===== src/sv/bsfa_pkg.sv =====
// Shared types and constants for the byte stack with frame access.
// Holds the request and result structs, opcode and error codes, and the lane control struct.
// No dependencies.
package bsfa_pkg;

    localparam int DATA_W = 64;
    localparam int PTR_W  = 12;
    localparam int OFF_W  = 12;
    localparam int SIZE_W = 4;
    localparam int LANES  = 8;
    localparam int LANE_W = 3;

    localparam logic [7:0]        FILL_BYTE  = 8'hcd;
    localparam logic [SIZE_W-1:0] PEEK_BYTES = 4'd8;

    typedef enum logic [2:0] {
        OP_PUSH       = 3'd0,
        OP_POP        = 3'd1,
        OP_PEEK       = 3'd2,
        OP_FRAME_WR   = 3'd3,
        OP_FRAME_RD   = 3'd4,
        OP_READ_BELOW = 3'd5,
        OP_SET_BASE   = 3'd6,
        OP_SET_SP     = 3'd7
    } t_op;

    typedef enum logic [1:0] {
        ERR_OK    = 2'd0,
        ERR_UNDER = 2'd1,
        ERR_OVER  = 2'd2
    } t_err;

    typedef struct packed {
        logic [2:0]        opcode;
        logic [SIZE_W-1:0] size_bytes;
        logic [DATA_W-1:0] write_data;
        logic [OFF_W-1:0]  byte_offset;
        logic [PTR_W-1:0]  new_pointer;
    } t_req;

    typedef struct packed {
        logic [DATA_W-1:0] read_data;
        logic [PTR_W-1:0]  stack_pointer;
        logic [PTR_W-1:0]  base_pointer;
        logic [1:0]        error_code;
    } t_rsp;

    // Per-access control shared by all byte lanes
    typedef struct packed {
        logic              wr;
        logic              fill;
        logic [LANE_W-1:0] lo;
        logic [SIZE_W-1:0] nbytes;
    } t_lane_req;

endpackage


===== src/sv/bsfa_merge.sv =====
// Merge stage: rotates the lane bytes into little-endian order and zero-extends.
// Depends on bsfa_pkg.
module bsfa_merge (
    input  logic [7:0]                  i_lane_data [bsfa_pkg::LANES],
    input  logic                        i_rd,
    input  logic [bsfa_pkg::LANE_W-1:0] i_lo,
    input  logic [bsfa_pkg::SIZE_W-1:0] i_nbytes,
    output logic [bsfa_pkg::DATA_W-1:0] o_data
);

    always_comb begin
        logic [bsfa_pkg::LANE_W-1:0] idx;
        o_data = '0;
        for (int i = 0; i < bsfa_pkg::LANES; i++) begin
            idx = i_lo + bsfa_pkg::LANE_W'(i);
            if (i_rd && (bsfa_pkg::SIZE_W'(i) < i_nbytes)) begin
                o_data[8*i +: 8] = i_lane_data[idx];
            end
        end
    end

endmodule


===== config.mk =====
export PLATFORM = sky130hd
export DESIGN_NAME = bsfa_merge
export DESIGN_NICKNAME = d
export VERILOG_FILES = /design/src/sv/bsfa_pkg.sv /design/src/sv/bsfa_merge.sv
export SDC_FILE = /design/constraint.sdc
export NUM_CORES = 1
export LEC_CHECK = 0
export BUFFER_PORTS_ARGS = -buffer_cell sky130_fd_sc_hd__buf_2
export CAP_MARGIN = 20
export CORE_MARGIN = 2
export CORE_UTILIZATION = 45
export DETAILED_ROUTE_END_ITERATION = 8
export PLACE_DENSITY = 0.78
export SYNTH_ARGS = -nofsm -noshare
export SYNTH_HDL_FRONTEND = slang
export SYNTH_SLANG_ARGS = --single-unit

===== constraint.sdc =====
create_clock -name vclk -period 3.8
set_input_delay 0.19 -clock vclk [all_inputs]
set_output_delay 0.19 -clock vclk [all_outputs]
set_load 0.01 [all_outputs]

==> results.md <==
- Hold path startpoint: i_lane_data[56]
- Storage cell area: 0 um2
- Post-CTS resize count: 0
- Post-DP HPWL: between 8000 and 9000 um
- Sequential share of the synthesized area: 0%
- DR vias/cell: 6.83
- Worst slew margin: between 30% and 40%
- Post-CTS setup buffers: 0
- Hold Crit Class: in2out
- Per-cell routed wire length: 20.9 um
- CP required: between 3 and 4 ns
- Final WS setup: about 1.1 ns
- CP max stage cell: xor2_1
- CP Buf/Inv Count: 4
- RSZ-0062 raised after global routing: false
- Drt first pass iters: 5
- Worst Setup SP: i_lo[0]
- GRT Total Usage: 28.5%
- Leak: around 0.0016 uW
- Synth unique cells: 35
- YS warnings: 0
- CP cell instances: buf_2, inv_2, ha_2, xor2_1, buf_4, nand3_1, o22ai_1, buf_2
- MaxCap Viol Count: 0
- Netlist Area Pre-Place: between 2000 and 3000 um2
- Critical path arrival: roughly 2.5 ns
- Fin. max-slew vios: 0
- Largest net degree at the start of global routing: 71
- Initial Util: a little under half
- CP Launch Type: input pin
- Die Y: around 84 um
- WL final: 10900 um
- DR DRC count: 0
- Final Hold Fails: 0
- Fillers: 624
- Final net count: just over 500
- Synth Net Count: 406
- Number of global-route vias before repair: roughly 3400
- CP max stage delay: around 0.50 ns
- Initial DRC Count: between 300 and 400
- Core Rows: 29
- IO Pins: 136
- Number of antenna cells inserted: 0
- Total chip power: 575 uW
- Area of the multi-input gates: approximately 2700 um2
- Most used cell, CP: buf_2
- Flip-flop and latch count: 0
- WHS: roughly 0.96 ns
- Critical path's top delay family: buffers and inverters
- Die area: just over 7000 um2
- CP Class: in2out
- Final min period: about 2.7 ns
- Core ar.: roughly 6300 um2
- Detail Route Antenna Nets: 0
- Worst vdd ir: 0.0888 mV
- Via count: between 3000 and 4000
- Input/output buffers: approximately 140
- Post-synthesis cell count: about 330
- Hold-fix buffers, CTS: 0
- Area Overhead vs Synth: 20.0%
- Syn avg cell area: ~8.7 um2
- Final Cycle Share: a little under three quarters
- Max FO, Critical Path: 18
- Share of cells above drive strength 1: between 40% and 50%
- Initial antenna violation count: 0
- Layout Utilization: between 50 and 60%
- Highest clock rate: roughly 370 MHz
- Endpoints failing setup: 0
- RePlAce Congestion: a little over 0.9
- Setup slack at placement: about 1.2 ns
- Power density cells: between 150 and 200 nW/um2
- Gr ovfl total: 0
- Worst Setup End Kind: output pin
- Setup total negative slack: 0 ns
- Status: finished clean
- Clkbuf count: 0
- First-pass GRT wire length: between 15000 and 20000 um
- Die width: about 84 um
- Tightest Pin Transition: between 1 and 1.5 ns
[where the power goes]
part | internal (uW) | switching, uW | leakage, uW | total (uW)
registers | 0 | 0 | 0 | 0
clock network | 0 | 0 | 0 | 0
logic | 261 | 313 | 0.00161 | 575
total | 261 | 313 | 0.00161 | 575
[kinds of logic after synthesis]
group | share of synthesized area [%]
buffers and inverters | 8.79
muxes | 49.8
xor gates and xnor gates | 0.905
and+or+nand+nor | 14.4
AOI/OAI and AO/OA | 25.2
adders and majority gates | 0.862
[cells in the mapped netlist (7+ instances only)]
cell	n	area, um2
mux2_2	39	439
nor2_1	38	143
a22o_1	32	280
mux4_2	30	676
mux2i_1	28	280
o22ai_1	27	169
nand2_1	22	82.6
o21ai_0	17	85.1
a21oi_1	13	65.1
nand3_1	13	65.1
buf_2	7	35.0
buf_4	7	52.6
buf_6	7	78.8
[cell type report]
class / instances / area share, %
inverters: 4 / 0.431
multi-input cells: 299 / 76.1
well taps: 77 / 2.76
repair buffers: 140 / 20.7
[placed cells by master, fill, tap and decap left out, types with 5 or more instances in the layout]
cell type  synthesis  routed
nand3_1           13      13
mux2i_1           28      28
nor2_1            38      38
o21ai_1            5       5
a22o_1            32      32
mux4_2            30      30
o21ai_0           17      17
nand2_1           22      22
a21oi_1           13      13
o22ai_1           27      27
buf_2              7     136
mux2_2            39      39
nor3_1             5       5
nor4b_2            5       5
[through the flow]
step	cells	area, um2
5_1_grt	520	3490
2_1_floorplan	332	2900
3_3_place_gp	520	3490
3_5_place_dp	520	3490
4_1_cts	520	3490
6_report	520	3490
[path summary, 6_finish.rpt]
kind         end  cells after the start  slack (ns)
min    o_data[0]                      4        0.96
max   o_data[27]                      8        1.11
[layer usage]
metal | wire length [um] | share of wire [%] | global-route usage (%) | vias up
met5 | 0 | 0 | 0 | -
met4 | 241 | 2.2 | 10.8 | 0
met3 | 1240 | 11 | 3.44 | 27
met2 | 5020 | 46 | 44.5 | 258
met1 | 4380 | 40 | 40.3 | 1683
li1 | - | - | - | 1583
No activity file was read; power rests on OpenSTA's default activity.
