==> config.mk <==
export PLATFORM = sky130hd
export DESIGN_NAME = bsfa_lane
export DESIGN_NICKNAME = d
export VERILOG_FILES = /design/src/sv/bsfa_pkg.sv /design/src/sv/bsfa_ram.sv /design/src/sv/bsfa_lane.sv
export SDC_FILE = /design/constraint.sdc
export NUM_CORES = 2
export LEC_CHECK = 0
export BUFFER_PORTS_ARGS = -buffer_cell sky130_fd_sc_hd__buf_4
export CELL_PAD_IN_SITES_DETAIL_PLACEMENT = 0
export CELL_PAD_IN_SITES_GLOBAL_PLACEMENT = 2
export CORE_UTILIZATION = 31
export CTS_CLUSTER_DIAMETER = 200
export DETAILED_ROUTE_END_ITERATION = 7
export PLACE_DENSITY = 0.64
export SYNTH_ARGS = -nofsm -noshare
export SYNTH_HDL_FRONTEND = slang
export SYNTH_SLANG_ARGS = --single-unit
==> constraint.sdc <==
create_clock -name i_clk -period 15.97 [get_ports i_clk]
set_input_delay 0.7985 -clock i_clk [delete_from_list [all_inputs] [get_ports i_clk]]
set_output_delay 0.7985 -clock i_clk [all_outputs]
set_load 0.02 [all_outputs]
==> src/sv/bsfa_pkg.sv <==
// Shared types and constants for the byte stack with frame access.
// Holds the request and result structs, opcode and error codes, and the lane control struct.
// No dependencies.
package bsfa_pkg;

    localparam int DATA_W = 64;
    localparam int PTR_W  = 12;
    localparam int OFF_W  = 12;
    localparam int SIZE_W = 4;
    localparam int LANES  = 8;
    localparam int LANE_W = 3;

    localparam logic [7:0]        FILL_BYTE  = 8'hcd;
    localparam logic [SIZE_W-1:0] PEEK_BYTES = 4'd8;

    typedef enum logic [2:0] {
        OP_PUSH       = 3'd0,
        OP_POP        = 3'd1,
        OP_PEEK       = 3'd2,
        OP_FRAME_WR   = 3'd3,
        OP_FRAME_RD   = 3'd4,
        OP_READ_BELOW = 3'd5,
        OP_SET_BASE   = 3'd6,
        OP_SET_SP     = 3'd7
    } t_op;

    typedef enum logic [1:0] {
        ERR_OK    = 2'd0,
        ERR_UNDER = 2'd1,
        ERR_OVER  = 2'd2
    } t_err;

    typedef struct packed {
        logic [2:0]        opcode;
        logic [SIZE_W-1:0] size_bytes;
        logic [DATA_W-1:0] write_data;
        logic [OFF_W-1:0]  byte_offset;
        logic [PTR_W-1:0]  new_pointer;
    } t_req;

    typedef struct packed {
        logic [DATA_W-1:0] read_data;
        logic [PTR_W-1:0]  stack_pointer;
        logic [PTR_W-1:0]  base_pointer;
        logic [1:0]        error_code;
    } t_rsp;

    // Per-access control shared by all byte lanes
    typedef struct packed {
        logic              wr;
        logic              fill;
        logic [LANE_W-1:0] lo;
        logic [SIZE_W-1:0] nbytes;
    } t_lane_req;

endpackage

==> src/sv/bsfa_ram.sv <==
// Generic single-write, single-read RAM with registered read data (read-first).
// No dependencies.
module bsfa_ram #(
    parameter int WIDTH = 8,
    parameter int DEPTH = 256
) (
    input  logic                     i_clk,
    input  logic                     i_we,
    input  logic [$clog2(DEPTH)-1:0] i_waddr,
    input  logic [WIDTH-1:0]         i_wdata,
    input  logic [$clog2(DEPTH)-1:0] i_raddr,
    output logic [WIDTH-1:0]         o_rdata
);

    logic [WIDTH-1:0] r_mem [DEPTH];
    logic [WIDTH-1:0] r_rdata;

    always_ff @(posedge i_clk) begin
        if (i_we) begin
            r_mem[i_waddr] <= i_wdata;
        end
        r_rdata <= r_mem[i_raddr];
    end

    assign o_rdata = r_rdata;

endmodule

==> src/sv/bsfa_lane.sv <==
// One byte lane of the stack memory: picks its row, byte and write enable for an access.
// Depends on bsfa_pkg and bsfa_ram.
module bsfa_lane #(
    parameter int LANE  = 0,
    parameter int DEPTH = 256
) (
    input  logic                        i_clk,
    input  logic                        i_en,
    input  bsfa_pkg::t_lane_req         i_ctl,
    input  logic [$clog2(DEPTH)-1:0]    i_row,
    input  logic [$clog2(DEPTH)-1:0]    i_row_next,
    input  logic [bsfa_pkg::DATA_W-1:0] i_wdata,
    output logic [7:0]                  o_rdata
);

    localparam logic [bsfa_pkg::LANE_W-1:0] LANE_ID = bsfa_pkg::LANE_W'(LANE);

    logic [bsfa_pkg::LANE_W-1:0] byte_idx;
    logic                        active;
    logic [$clog2(DEPTH)-1:0]    row;
    logic [7:0]                  wbyte;

    always_comb begin
        // position of this lane's byte within the access
        byte_idx = LANE_ID - i_ctl.lo;
        active   = {1'b0, byte_idx} < i_ctl.nbytes;
        // lanes below the start lane wrap into the next row
        row      = (LANE_ID >= i_ctl.lo) ? i_row : i_row_next;
        wbyte    = i_ctl.fill ? bsfa_pkg::FILL_BYTE : i_wdata[8*byte_idx +: 8];
    end

    bsfa_ram #(
        .WIDTH (8),
        .DEPTH (DEPTH)
    ) u_ram (
        .i_clk   (i_clk),
        .i_we    (i_en && i_ctl.wr && active),
        .i_waddr (row),
        .i_wdata (wbyte),
        .i_raddr (row),
        .o_rdata (o_rdata)
    );

endmodule

==> reports/qor.yml <==
finalCriticalPeriod_ns: 6.76
synth_seq_cells: 2056
grt_pass1_wl_um: 343000
status: "finished clean"
place_hpwl_um: 141000
placed_cell_area_mm2: 0.0865
crit_slowest_cell: "o31ai_1"
total_power_mw: 11.9
slowest_delay_ns: 1.15
syn_area_mm2: 0.0820
vias_per_cell: 5.08
slew_violations: 0
synth-compound-area-share_pct: 3.84
cts_resized: 0
rsz0062_at_grt: "no"
die_x_um: 516
die-area_mm2: 0.266
drt-initial-drc-count: 4170
syn_to_final_growth_pct: 13.6
min_period_over_period_pct: 42.3
ant_nets: 0
setup_ws_ns: 9.21
utilization_pct: 35.5
drt-pass1-iter-count: 5
grt_util_all_layers_pct: 17.8
synth_nets: 5590
hold_violations: 0
cts_root_buf: "clkbuf_16"
postCtsHoldBufs: 0
grt-ovfl-total: 0
core_mm2: 0.263
irDropWorstVdd_v: 0.000123
crit_path_frequent_cell: "buf_4"
timing.critical_path.buf_inv: 5
finalNetCount: 5664
io_pins: 99
path_cells: "buf_4 -> inv_1 -> ha_1 -> ha_1 -> nand2b_1 -> o211ai_4 -> buf_12 -> buf_4 -> buf_4 -> mux2i_1 -> o22ai_1 -> nor4_1 -> a41oi_1 -> o31ai_1 -> nand4_1"
io_buffer_count: 98
synth_cell_types: 52
cp_data_arrival_time_ns: 7.42
gp_congestion: 0.770
crit_cells: 15
synth-simple-area-share_pct: 10.4
crit_required_ns: 16.63
fmax_mhz: 148
r2r_cells: 6
vias: 47014
worst_slew_pin_slew_ns: 1.31
synth_xor_area_share_pct: 0
critPathKind: "in2reg"
min_path_cells: 2
setup_viol: 0
synth_edf_count: 2048
synthCells: 5495
grt_pass1_vias: 45768
finClkSkew_ns: 0.0523
muxShareOfSynthArea_pct: 8.27
wirelength_um: 242000
die_h_um: 516
cp_top_family: "buffers and inverters"
synth_top_family_by_area: "simple AND/OR/NAND/NOR gates"
route.detailed.drc: 0
clock_latency_ns: 0.87
leakage_nw: 31.3
cts_buffers: 214
synthArstFlopShare_pct: 0
crit_fanout: 110
rows: 188
fin_tns_setup_ns: 0
drv_cap: 0
avgSynthCellArea_um2: 14.9
cts.sinks: 2056
yosys_warnings: 0
synthAdderAreaFrac_pct: 0.0611
hp-class: "in2reg"
routedWlPerCell_um: 26.1
antenna_found_initial: 16
cts_tree: "built"
h-tree-depth: 4
grt_max_degree: 191
synth_ff_type: "edfxtp_1"
cts_buffer_depth: 3
cts_setup_buffers: 0
stdcell_area_mm2: 0.0931
clk_pin_slew_worst_paths_ns: 0.06
relSlewSlack_pct: 12.2
nFillCells: 25129
start_kind: "input pin"
drive_above_1_share_pct: 9.72
end_kind: "flop"
initial_core_util_pct: 31.2
dp_slack_ns: 8.25
power_density_mw_per_mm2: 128
seq_area_frac_synth_pct: 75.2
cells by family (layout without fill, tap and decap cells):
kind of cell,Yosys count,in the layout
AOI/OAI and AO/OA,442,442
adders and majority gates,4,4
buffers and inverters,359,607
DFF,2056,2056
muxes,655,655
other,0,1
and+or+nand+nor,1979,1979
flip-flops by register name, indices dropped and copies added, names as in the netlist:
| register | cells |
|---|---|
| u_ram.r_mem | 2048 |
| u_ram.o_rdata | 8 |
path summary, 6_finish.rpt:
check / endpoint / slack, ns / startpoint
max: u_ram.o_rdata[4]$_DFF_P_ / 9.21 / i_ctl[4]
min: u_ram.r_mem[67][1]$_DFFE_PP_ / 0.60 / i_ctl[7]
max reg2reg: u_ram.o_rdata[6]$_DFF_P_ / 12.46 / u_ram.r_mem[163][6]$_DFFE_PP_
min reg2reg: u_ram.o_rdata[1]$_DFF_P_ / 0.88 / u_ram.r_mem[223][1]$_DFFE_PP_
cell type report:
cell class / instances / area (um^2) / area share, %
flip-flops and latches: 2056 / 61700 / 66.2
multi-input cells: 3080 / 18700 / 20.1
clock buffers: 279 / 5660 / 6.08
well taps: 3515 / 4400 / 4.72
repair buffers: 210 / 1710 / 1.84
clock inverters: 111 / 953 / 1.02
inverters: 7 / 26.3 / 0.0282
diodes: 1 / 2.50 / 0.00269
Yosys cell counts (all sizes together) (2+ instances only):
cell	count	area share [%]
edfxtp	2048	75
nand2	979	4.5
mux2i	623	7.6
nand3	595	3.6
nor2	273	1.3
buf	202	1.4
clkbuf	150	0.69
o22ai	144	1.1
a221oi	64	0.68
nand4	58	0.44
o21ai	51	0.31
a41oi	40	0.43
nor4	34	0.27
a21oi	33	0.20
a31oi	25	0.19
a221o	16	0.20
a22o	16	0.17
mux2	16	0.22
mux4	16	0.44
nand2b	10	0.076
o31ai	10	0.098
a22oi	9	0.082
o41ai	9	0.096
or4	9	0.082
dfxtp	8	0.20
a32oi	7	0.075
inv	7	0.032
o211a	6	0.073
a211o	5	0.053
nor2b	5	0.038
o211ai	5	0.058
or4b	5	0.061
ha	4	0.061
nor3	3	0.032
and3	2	0.015
or3	2	0.015
stage by stage:
step                hold slack, ns  cells
CTS                          0.542   9258
detailed placement           0.871   8868
global placement             0.875   8867
finish                       0.603   9259
global route                 0.581   9258
floorplan                    0.694   5495
worst reg2reg max path: cells and delay by family (launching register included):
| kind | cells | cell delay, ns |
|---|---|---|
| multiplexers | 1 | 0.16 |
| AO/OA/AOI/OAI | 3 | 1.66 |
| flip-flops | 1 | 0.36 |
| AND/OR/NAND/NOR | 2 | 1.14 |
per-layer routing:
metal | vias up | wire [um] | share of wire (%) | GRT usage (%)
met3 | 260 | 12800 | 5.3 | 2.64
met5 | - | 0 | 0 | 0
li1 | 21154 | - | - | -
met1 | 24309 | 112000 | 46 | 25.8
met2 | 1291 | 113000 | 47 | 28.3
met4 | 0 | 4010 | 1.7 | 3.63
cells in the final DEF, fill, tap and decap left out, types with 24 or more instances in the layout:
| cell type | instances |
|---|---|
| clkbuf_16 | 217 |
| clkbuf_1 | 62 |
| clkinv_1 | 54 |
| buf_4 | 198 |
| nand4_1 | 58 |
| o21ai_0 | 48 |
| a31oi_1 | 24 |
| nand2_1 | 966 |
| nor2_1 | 268 |
| nor4_1 | 32 |
| clkinv_2 | 27 |
| a221oi_1 | 64 |
| a41oi_1 | 40 |
| nand3_1 | 595 |
| o22ai_1 | 144 |
| edfxtp_1 | 2048 |
| mux2i_1 | 622 |
| a21oi_1 | 33 |
power breakdown:
group / internal, mW / leakage [nW] / switching (mW)
registers: 6.07 / 19.1 / 0.0125
logic: 0.260 / 8.98 / 0.790
clock network: 2.68 / 3.21 / 2.09
total: 9.01 / 31.3 / 2.89
Power figures use the tool's default switching activity.
